### config.mk
export PLATFORM = sky130hd
export DESIGN_NAME = rtdt_zdiv
export DESIGN_NICKNAME = d
export VERILOG_FILES = /design/src/rtl/core/rtdt_pkg.sv /design/src/rtl/core/rtdt_zdiv.sv
export SDC_FILE = /design/constraint.sdc
export NUM_CORES = 1
export LEC_CHECK = 0
export CORE_MARGIN = 10
export CORE_UTILIZATION = 65
export CTS_CLUSTER_SIZE = 8
export DETAILED_ROUTE_END_ITERATION = 6
export DONT_BUFFER_PORTS = 1
export MAX_ROUTING_LAYER = met4
export PLACE_DENSITY_LB_ADDON = 0.3
export RECOVER_POWER = 100
export SETUP_SLACK_MARGIN = 0.4
export SYNTH_ARGS = -nofsm -noshare
export SYNTH_HDL_FRONTEND = slang
export SYNTH_SLANG_ARGS = --single-unit
### constraint.sdc
create_clock -name clk -period 9.21 [get_ports clk]
set_input_delay 0.921 -clock clk [delete_from_list [all_inputs] [get_ports clk]]
set_output_delay 0.921 -clock clk [all_outputs]
set_load 0.1 [all_outputs]
### src/rtl/core/rtdt_pkg.sv
// Package for the triangle raster / depth test block.
// Types, codes and constants shared by rtdt_zdiv and triangle_raster_depth_test.
// No dependencies.
`default_nettype none

package rtdt_pkg;

    localparam int DEF_MAX_WIDTH  = 64;
    localparam int DEF_MAX_HEIGHT = 64;

    localparam logic signed [14:0] DEPTH_FAR = 15'sd16383;
    localparam logic signed [14:0] DEPTH_MIN = -15'sd16384;

    // item kinds carried in s_tuser
    localparam logic [1:0] KIND_CLEAR = 2'd0;
    localparam logic [1:0] KIND_DRAW  = 2'd1;
    localparam logic [1:0] KIND_READ  = 2'd2;

    // configuration register indexes
    localparam logic [1:0] CFG_WIDTH  = 2'd0;
    localparam logic [1:0] CFG_HEIGHT = 2'd1;
    localparam logic [1:0] CFG_CCOLOR = 2'd2;

    typedef enum logic [3:0] {
        ST_INIT,
        ST_IDLE,
        ST_CLEAR,
        ST_SETUP,
        ST_CHECK,
        ST_PIX,
        ST_ZMUL,
        ST_DIV,
        ST_RDZ,
        ST_CMP,
        ST_READ,
        ST_READW,
        ST_DONE
    } rtdt_state_t;

    // divider status back to the sequencer
    typedef struct packed {
        logic              done;
        logic signed [14:0] z;
    } zdiv_res_t;

endpackage

`default_nettype wire

### src/rtl/core/rtdt_zdiv.sv
// Depth divider: restoring division of the weighted depth sum by the area,
// one quotient bit per cycle, truncated toward zero and saturated to Q1.14.
// Depends on rtdt_pkg.
`default_nettype none

module rtdt_zdiv
    import rtdt_pkg::*;
(
    input  wire logic               clk,
    input  wire logic               rst_n,
    input  wire logic               start,
    input  wire logic signed [45:0] num,
    input  wire logic signed [28:0] den,   // always >= 1 here
    output zdiv_res_t               res
);

    logic               busy_reg, busy_next;
    logic               done_reg, done_next;
    logic [3:0]         cnt_reg, cnt_next;
    logic [42:0]        rem_reg, rem_next;
    logic [42:0]        dsh_reg, dsh_next;
    logic [14:0]        q_reg, q_next;
    logic               neg_reg, neg_next;
    logic signed [45:0] mag;
    logic               ge;

    assign mag = num[45] ? -num : num;
    assign ge  = rem_reg >= dsh_reg;

    always_comb
    begin
        busy_next = busy_reg;
        done_next = 1'b0;
        cnt_next  = cnt_reg;
        rem_next  = rem_reg;
        dsh_next  = dsh_reg;
        q_next    = q_reg;
        neg_next  = neg_reg;
        if (start)
        begin
            busy_next = 1'b1;
            cnt_next  = 4'd15;
            rem_next  = mag[42:0];
            dsh_next  = {1'b0, den[27:0], 14'b0};
            q_next    = '0;
            neg_next  = num[45];
        end
        else if (busy_reg)
        begin
            if (ge)
            begin
                rem_next = rem_reg - dsh_reg;
            end
            q_next   = {q_reg[13:0], ge};
            dsh_next = dsh_reg >> 1;
            cnt_next = cnt_reg - 4'd1;
            if (cnt_reg == 4'd1)
            begin
                busy_next = 1'b0;
                done_next = 1'b1;
            end
        end
    end

    always_ff @(posedge clk or negedge rst_n)
    begin
        if (!rst_n)
        begin
            busy_reg <= 1'b0;
            done_reg <= 1'b0;
            cnt_reg  <= '0;
        end
        else
        begin
            busy_reg <= busy_next;
            done_reg <= done_next;
            cnt_reg  <= cnt_next;
        end
    end

    always_ff @(posedge clk)
    begin
        rem_reg <= rem_next;
        dsh_reg <= dsh_next;
        q_reg   <= q_next;
        neg_reg <= neg_next;
    end

    // top quotient bit set: magnitude >= 16384 * area, saturate
    always_comb
    begin
        res.done = done_reg;
        if (neg_reg)
        begin
            res.z = q_reg[14] ? DEPTH_MIN : -$signed(q_reg);
        end
        else
        begin
            res.z = q_reg[14] ? DEPTH_FAR : $signed(q_reg);
        end
    end

endmodule

`default_nettype wire

==> impl_metrics.csv, run 1 <==
group,metric,value,unit
status,status,"complete, but fails checks",
status,violations,"capacitance limit, slew limit",
timing,hold_viol,0,
power,power,2560,uW
setup_path,setup.worst_path.start_class,"flop",
routing,drtAntennaViolNets,0,
power,comb_power_share,56.8,%
yosys,ys_async_sr_fraction,5.607,%
setup_path,crit_top_cell,"a31oi_1",
yosys,ys_ff_latch,107,
final_layout,stdcell_count,1091,
final_layout,final_cell_mix,"111 x nand2_1, 89 x nor2_1, 72 x edfxtp_1, 71 x o21ai_0, 70 x a21oi_1",
clocking,numCtsBuffers,9,
die,rows,40,
setup_path,max_stage_delay,1.80,ns
final_layout,multiInputGateArea,4833,um2
yosys,synth.largest_area_cell,"edfxtp_1",
yosys,yosysWarnings,0,
final_layout,layout.nets,1043,
power,power_density,303.0,nW/um2
clocking,cts.path.max_buffers,2,
die,coreArea,12110,um2
place,dp.cells,1075,
timing,finalSetupViolCount,0,
place,place_area,8272,um2
grt,track_usage,23.33,%
final_layout,drive_above_1_share,3.034,%
min_path,hold_path.class,"input port to asynchronous set/reset pin",
final_layout,fill_cells,989,
die,dieHeight,131.9,um
grt,grt_overflow,0,
yosys,syn-cell-area,8132,um2
final_layout,diodes,0,
clocking,cts_root_buf,"clkbuf_16",
job,max_cap_viol_count,17,
die,dieArea,17380,um2
clocking,clk_pin_slew,0.07,ns
setup_path,cp.depth,10,
yosys,ys_top_cells_by_area,"edfxtp_1 27%, dfxtp_1 7.1%, ha_1 7.1%",
routing,routed_wl,20.00,mm
routing,routed_via_density,6.312,
yosys,syn-mean-instance-area,8.542,um2
setup_path,r2r_cells,10,
place,dp_slack,4.973,ns
final_layout,largest_reg_flops,43,
yosys,syn-instance-count,952,
power,cell_internal_pwr,1398,uW
clocking,postCtsHoldBufs,0,
clocking,cts_resized,0,
routing,drtIter0Drc,735,
power,p_switching,1161,uW
timing,period_needed,6.217,ns
clocking,clock_latency,0.36,ns
routing,routedWlPerCell,18.33,um
routing,vias,6886,
yosys,yosysTopAreaCellShare,26.59,%
die,die_w,131.9,um
clocking,cts_num_sinks,107,
grt,antenna_found_initial,0,
final_layout,seq_area,2894,um2
setup_path,critPathMaxFanout,24,
place,io_buffers,0,
grt,grt_pass1_wl,32.95,mm
setup_path,worstPathRequired,9.17,ns
grt,grt_pass1_vias,6477,
setup_path,end_kind,"flop",
yosys,synth_nets,1077,
yosys,synthFlopType,"edfxtp_1",
clocking,postCtsSetupRepairBufs,0,
timing,timing.fmax,160.8,MHz
timing,rsz0062_at_grt,"false",
timing,setup_tns,0,ns
clocking,htreeDepth,3,
yosys,ys_types,68,
clocking,cts_tree,"built",
place,gp_congestion,0.9829,
timing,maxSlewHeadroom,-117.2,%
power,switching_share,45.37,%
power,power_leakage,0.003541,uW
routing,drc,0,
setup_path,path_delay_family,"compound AO/OA/AOI/OAI gates",
die,io_pins,94,
power,ir_worst_vdd,0.1685,mV
timing,maxSlewViolCount,119,
yosys,synth_edf_count,72,
setup_path,critPathBufInv,1,
timing,worst_slack,2.993,ns
timing,fin_crit_sh,67.50,%
routing,first_pass_iters,6,
final_layout,layout_commonest_cell,"nand2_1",
final_layout,synthToLayoutAreaGrowth,3.893,%
timing,skew,0.01098,ns
yosys,seq_area_frac_synth,35.57,%
setup_path,critPathKind,"flop to flop",
setup_path,slowest_stage,"a31oi_1",
setup_path,cp.arrival,6.18,ns
power,seqPwrFrac,28.7,%
timing,tightestPinTransition,3.257,ns
grt,grt_start_max_net_pins,134,
power,power_frac_clock,14.5,%
die,initial_core_util,67.14,%
setup_path,path_cells,"ha_1, nor2b_1, o2111ai_1, a2111o_1, a31oi_1, o211a_1, o21ai_0, a21o_1, a31oi_1, clkbuf_1",
place,hpwl,14.57,mm
final_layout,final_area,8448,um2
-- metrics by stage --
stage / hold slack, ns / util, %
after floorplan: 0.4647 / -
after global placement: 0.4850 / 68.30
after detailed placement: 0.5074 / 68.30
after CTS: 0.2451 / 70.59
after global routing: 0.2366 / 69.75
final: 0.2528 / 69.75
-- cell families (layout without fill, tap and decap cells) --
group,after synthesis,in the layout,share of synthesized area [%]
xor gates and xnor gates,78,78,8.401
and+or+nand+nor,311,311,18.10
buffers and inverters,107,78,4.985
AOI/OAI and AO/OA,263,263,20.82
DFF,107,107,35.57
muxes,39,39,4.801
adders and majority gates,47,47,7.324
-- worst paths after layout --
check / startpoint / to / slack [ns]
max: rem_reg[1]$_DFFE_PP_ / rem_reg[36]$_DFFE_PP_ / 2.99
min reg2reg: cnt_reg[3]$_DFFE_PN0P_ / cnt_reg[3]$_DFFE_PN0P_ / 0.52
max reg2reg: rem_reg[1]$_DFFE_PP_ / rem_reg[36]$_DFFE_PP_ / 2.99
max in group asynchronous: rst_n / busy_reg$_DFF_PN0_ / 8.88
min: rst_n / busy_reg$_DFF_PN0_ / 0.25
min in group clk: cnt_reg[3]$_DFFE_PN0P_ / cnt_reg[3]$_DFFE_PN0P_ / 0.52
-- layer usage --
metal	global-route usage, %	wire [um]
met5	-	0
met4	8.035	475
met2	34.54	8904
met3	6.479	1853
met1	30.08	8765
-- synth_stat cells (4+ instances only) --
master    instances
nand2_1         111
nor2_1           89
edfxtp_1         72
a21oi_1          70
o21ai_0          69
inv_1            58
ha_1             46
xnor2_1          42
mux2i_1          39
clkbuf_1         37
xor2_1           36
dfxtp_1          29
a21o_1           23
or3_1            23
o31ai_1          14
a22o_1           12
nand3_1          12
nor3_1           11
a211oi_1         10
buf_1            10
nand4_1          10
nand2b_1          9
nor2b_1           9
a31oi_1           8
or4_1             7
dfrtp_1           6
o211ai_1          6
and3_1            5
nor4b_1           5
o22ai_1           5
o21bai_1          4
o41ai_1           4
-- worst register-to-register path, stage by stage (launching register included) --
cell	delay (ns)
edfxtp_1	0.43
ha_1	0.32
nor2b_1	0.17
o2111ai_1	0.16
a2111o_1	0.49
a31oi_1	0.39
o211a_1	0.27
o21ai_0	0.33
a21o_1	0.29
a31oi_1	1.80
clkbuf_1	1.17
-- layout make-up --
class	count	area share (%)
sequential	107	34.26
multi-input combinational	738	57.21
clock buffer	10	2.829
tap	168	2.488
timing repair buffer	3	0.1333
inverter	59	2.621
clock inverter	6	0.4591
-- power groups by stage --
| stage | registers [uW] | clock network, uW | logic (uW) |
|---|---|---|---|
| 6_report | 733 | 372 | 1450 |
| 5_1_grt | 747 | 392 | 1600 |
| 4_1_cts | 731 | 376 | 1440 |
| 3_5_place_dp | 741 | 0 | 1430 |
| 3_3_place_gp | 733 | 0 | 1410 |
| 2_1_floorplan | 727 | 0 | 1180 |
Power figures use the tool's default switching activity.
==> inputs of run 2 (changes only) <==
==> constraint.sdc (replaced) <==
create_clock -name clk -period 6.4 [get_ports clk]
set_input_delay 0.64 -clock clk [delete_from_list [all_inputs] [get_ports clk]]
set_output_delay 0.64 -clock clk [all_outputs]
set_load 0.1 [all_outputs]
==> impl_metrics.csv, run 2 (same netlist as run 1, synthesis figures left out) <==
group,metric,value,unit
status,status,"complete, but fails checks",
status,violations,"capacitance limit, slew limit",
grt,grt_overflow,0,
final_layout,final_area,8476,um2
timing,skew,0.008208,ns
setup_path,worst-r2r-setup-slack,1.31,ns
routing,dr_wl_met2,9.249,mm
min_path,hold_path.class,"input port to flop",
place,io_buffers,0,
grt,grt_pass1_wl,33.53,mm
die,dieArea,17380,um2
place,dp_slack,2.194,ns
final_layout,layout_commonest_cell,"nand2_1",
timing,whs,0.3529,ns
routing,route.met3.wl,1.769,mm
clocking,cts_resized,0,
clocking,postCtsSetupRepairBufs,0,
clocking,numCtsBuffers,9,
min_path,holdPathStages,1,
timing,worst_slack,1.311,ns
routing,routedWlPerCell,18.62,um
setup_path,worstPathRequired,6.36,ns
grt,antenna_found_initial,0,
routing,vias,6898,
final_layout,layout.nets,1044,
clocking,clk_pin_slew,0.07,ns
job,max_cap_viol_count,18,
power,power_density,435.0,nW/um2
clocking,cts_num_sinks,107,
setup_path,r2r_cells,10,
min_path,hold_start,"start",
routing,first_pass_iters,6,
clocking,htreeDepth,3,
timing,timing.fmax,196.5,MHz
routing,routed_via_density,6.317,
timing,finalSetupViolCount,0,
grt,track_usage,23.61,%
clocking,cts_root_buf,"clkbuf_16",
setup_path,critPathMaxFanout,24,
timing,fin_crit_sh,79.51,%
setup_path,critPathKind,"flop to flop",
place,hpwl,14.67,mm
timing,period_needed,5.089,ns
routing,drtIter0Drc,685,
power,ir_worst_vdd,0.2031,mV
die,io_pins,94,
setup_path,setup.worst_path.start_class,"flop",
setup_path,path_cells,"ha_1, nor2b_1, o2111ai_1, a2111o_1, a31oi_1, o211a_1, o21ai_0, a21o_1, a31oi_4, clkbuf_1",
timing,maxSlewHeadroom,-120.3,%
timing,hold_viol,0,
timing,maxSlewViolCount,132,
routing,wl_met1,8.791,mm
setup_path,cp.arrival,5.05,ns
die,die_w,131.9,um
final_layout,synthToLayoutAreaGrowth,4.231,%
clocking,clock_latency,0.36,ns
setup_path,max_stage_delay,1.16,ns
routing,drtAntennaViolNets,0,
die,dieHeight,131.9,um
routing,top_layer_used,"met4",
die,initial_core_util,67.14,%
timing,setup_tns,0,ns
power,power_leakage,0.003547,uW
clocking,cts.path.max_buffers,2,
timing,tightestPinTransition,3.304,ns
routing,drc,0,
setup_path,critPathLaunch,"rem_reg[1]$_DFFE_PP_",
setup_path,slowest_stage,"clkbuf_1",
place,gp_congestion,0.9876,
grt,grt_start_max_net_pins,134,
power,power,3687,uW
setup_path,regToRegStartpoint,"rem_reg[1]$_DFFE_PP_",
clocking,cts_tree,"built",
final_layout,diodes,0,
setup_path,end_kind,"flop",
grt,grt_pass1_vias,6733,
routing,routed_wl,20.33,mm
die,rows,40,
final_layout,largest_reg_flops,43,
place,place_area,8272,um2
die,coreArea,12110,um2
timing,rsz0062_at_grt,"false",
final_layout,final_cell_mix,"111 x nand2_1, 89 x nor2_1, 72 x edfxtp_1, 71 x o21ai_0, 70 x a21oi_1",
final_layout,drive_above_1_share,3.139,%
==> run 2: cell types whose count changed in the layout (fill, tap and decap cells not counted) <==
cell / previous run / this run
clkbuf_1: 3 / 4
inv_4: 2 / 1
a31oi_1: 8 / 7
a31oi_4: 0 / 1
clkinv_1: 1 / 0
dlygate4sd3_1: 0 / 1
clkinv_4: 2 / 3
==> run 2: path summary, 6_finish.rpt <==
| kind | endpoint |
|---|---|
| min | q_reg[4]$_SDFFE_PP0P_ |
| max reg2reg | rem_reg[38]$_DFFE_PP_ |
| min in group asynchronous | done_reg$_DFF_PN0_ |
| max | rem_reg[38]$_DFFE_PP_ |
| max in group asynchronous | busy_reg$_DFF_PN0_ |
| min reg2reg | cnt_reg[3]$_DFFE_PN0P_ |
==> run 2: what timing repair did <==
action / 4_1_cts / 5_1_grt
hold endpoints to repair: 6 / 0
hold buffers: 1 / 0
endpoints found under the setup margin: 0 / 0
==> run 2: metrics by stage <==
| step | util (%) | std cells |
|---|---|---|
| detailed placement | 68.30 | 1075 |
| global placement | 68.30 | 1075 |
| finish | 69.98 | 1092 |
| global route | 69.98 | 1092 |
| CTS | 70.69 | 1092 |
| floorplan | - | 952 |
==> run 2: worst max-delay path, delay by kind of cell (launching register included) <==
family          cells  cell delay [ns]
fa+ha+maj           1             0.33
flops               1             0.43
simple gates        1             0.17
buf+inv             1             1.16
compound gates      7             2.59
==> run 2: cell type report <==
class	instances	area, um2
flip-flops and latches	107	2894
inverters	59	221.5
repair buffers	4	21.27
well taps	168	210.2
clock inverters	5	37.54
multi-input cells	738	4848
clock buffers	11	242.7
fillers	1012	3636
==> run 2: report_power, final <==
group | internal (uW) | switching, uW | leakage, uW
Sequential | 979 | 76.3 | 0.00106
Clock | 277 | 260 | 0.000140
Combinational | 760 | 1330 | 0.00235
Total | 2020 | 1670 | 0.00355
==> run 2: layer usage <==
metal	vias to the layer above	GRT usage [%]
met3	35	6.745
met1	3199	29.56
met5	-	-
li1	3371	-
met4	0	8.158
met2	293	35.82
==> inputs of run 3 (changes only) <==
==> constraint.sdc (replaced) <==
create_clock -name clk -period 5.27 [get_ports clk]
set_input_delay 0.527 -clock clk [delete_from_list [all_inputs] [get_ports clk]]
set_output_delay 0.527 -clock clk [all_outputs]
set_load 0.1 [all_outputs]
==> impl_metrics.csv, run 3 (same netlist as run 1, synthesis figures left out) <==
group,metric,value,unit
grt,track_usage,23.52,%
clocking,postCtsSetupRepairBufs,0,
timing,worst_slack,0.7877,ns
die,dieArea,17380,um2
place,gp_congestion,0.9789,
clocking,cts_resized,0,
place,dp.cells,1076,
clocking,cts_num_sinks,107,
power,p_switching,2024,uW
grt,antenna_found_initial,0,
final_layout,stdcell_count,1093,
clocking,clock_latency,0.36,ns
min_path,hold_path.class,"input port to flop",
timing,timing.fmax,223.1,MHz
place,hpwl,14.65,mm
routing,dr_wl_met2,9.115,mm
setup_path,worstPathRequired,4.74,ns
grt,grt_pass1_wl,33.35,mm
final_layout,layout_commonest_cell,"nand2_1",
routing,drtAntennaViolNets,0,
die,coreArea,12110,um2
setup_path,crit_top_cell,"or3_1",
routing,route.met3.wl,1.675,mm
timing,rsz0062_at_grt,"false",
setup_path,critPathMaxFanout,5,
grt,grt_start_max_net_pins,134,
timing,period_needed,4.482,ns
clocking,cts.path.max_buffers,2,
timing,hold_viol,0,
setup_path,cp.arrival,3.96,ns
timing,skew,0.01035,ns
setup_path,end_kind,"output pin",
setup_path,max_stage_delay,1.51,ns
place,dp_slack,1.675,ns
power,seqPwrFrac,28.3,%
final_layout,drive_above_1_share,3.243,%
routing,first_pass_iters,5,
clocking,cts_root_buf,"clkbuf_16",
power,power_density,531.7,nW/um2
clocking,postCtsHoldBufs,1,
status,violations,"capacitance limit, slew limit",
die,die_w,131.9,um
timing,maxSlewViolCount,57,
power,switching_share,44.67,%
timing,fin_crit_sh,85.05,%
routing,wl_met1,8.941,mm
timing,finalSetupViolCount,0,
setup_path,path_delay_family,"compound AO/OA/AOI/OAI gates",
setup_path,path_cells,"or3_1, or3_1, or3_1, or3_1, a21o_1, a21oi_1",
routing,vias,6989,
clocking,clk_pin_slew,0.07,ns
routing,routed_wl,20.27,mm
routing,routedWlPerCell,18.55,um
routing,drtIter0Drc,819,
timing,tightestPinTransition,2.093,ns
timing,setup_tns,0,ns
power,ir_worst_vdd,0.2913,mV
final_layout,final_cell_mix,"111 x nand2_1, 89 x nor2_1, 72 x edfxtp_1, 71 x o21ai_0, 70 x a21oi_1",
grt,grt_overflow,0,
power,power_frac_clock,15.5,%
grt,grt_pass1_vias,6642,
place,place_area,8279,um2
die,dieHeight,131.9,um
routing,top_layer_used,"met4",
timing,maxSlewHeadroom,-39.11,%
clocking,numCtsBuffers,9,
job,max_cap_viol_count,16,
clocking,cts_tree,"built",
routing,routed_via_density,6.394,
final_layout,diodes,0,
setup_path,critPathBufInv,0,
status,status,"complete, but fails checks",
setup_path,slowest_stage,"a21oi_1",
clocking,htreeDepth,3,
die,io_pins,94,
final_layout,final_area,8519,um2
routing,drc,0,
power,power_leakage,0.003575,uW
setup_path,critPathKind,"flop to output pin",
final_layout,layout.nets,1045,
die,rows,40,
power,cell_internal_pwr,2506,uW
place,io_buffers,0,
die,initial_core_util,67.14,%
power,comb_power_share,56.2,%
setup_path,setup.worst_path.start_class,"flop",
final_layout,synthToLayoutAreaGrowth,4.770,%
final_layout,largest_reg_flops,43,
==> run 3: final timing paths <==
kind | from | end | slack, ns | cells after the start
min in group asynchronous | rst_n | done_reg$_DFF_PN0_ | 0.48 | 1
hold reg to reg | dsh_reg[0]$_SDFFE_PP0P_ | dsh_reg[0]$_SDFFE_PP0P_ | 0.52 | 2
setup / recovery | q_reg[0]$_SDFFE_PP0P_ | res[9] | 0.79 | 6
hold / removal | start | q_reg[1]$_SDFFE_PP0P_ | 0.24 | 1
setup reg to reg | busy_reg$_DFF_PN0_ | dsh_reg[24]$_DFFE_PP_ | 1.09 | 4
max in group asynchronous | rst_n | cnt_reg[3]$_DFFE_PN0P_ | 4.57 | 1
==> run 3: final cells by class <==
type | count | area, um2
clock buffer | 13 | 292.8
inverter | 59 | 221.5
fill | 1007 | 3592
clock inverter | 3 | 17.52
timing repair buffer | 5 | 36.28
sequential | 107 | 2893
multi-input combinational | 738 | 4848
tap | 168 | 210.2
==> run 3: layer usage <==
metal  global-route usage, %  up-vias
li1                        -     3374
met1                   30.18     3300
met2                   35.12      279
met3                   6.288       36
met4                   8.158        0
met5                       -        -
==> run 3: power groups by stage <==
stage	Sequential (uW)	Clock (uW)	Combinational, uW
4_1_cts	1280	712	2530
5_1_grt	1300	742	2810
3_5_place_dp	1300	0	2500
6_report	1280	703	2550
2_1_floorplan	1270	0	2060
3_3_place_gp	1280	0	2460
==> run 3: metrics by stage <==
| stage | power [uW] | util, % | hold WS [ns] |
|---|---|---|---|
| floorplan | 3323 | - | 0.2314 |
| global placement | 3739 | 68.36 | 0.2316 |
| detailed placement | 3798 | 68.36 | 0.2317 |
| CTS | 4519 | 71.00 | 0.2411 |
| global route | 4856 | 70.34 | 0.2516 |
| finish | 4530 | 70.34 | 0.2402 |
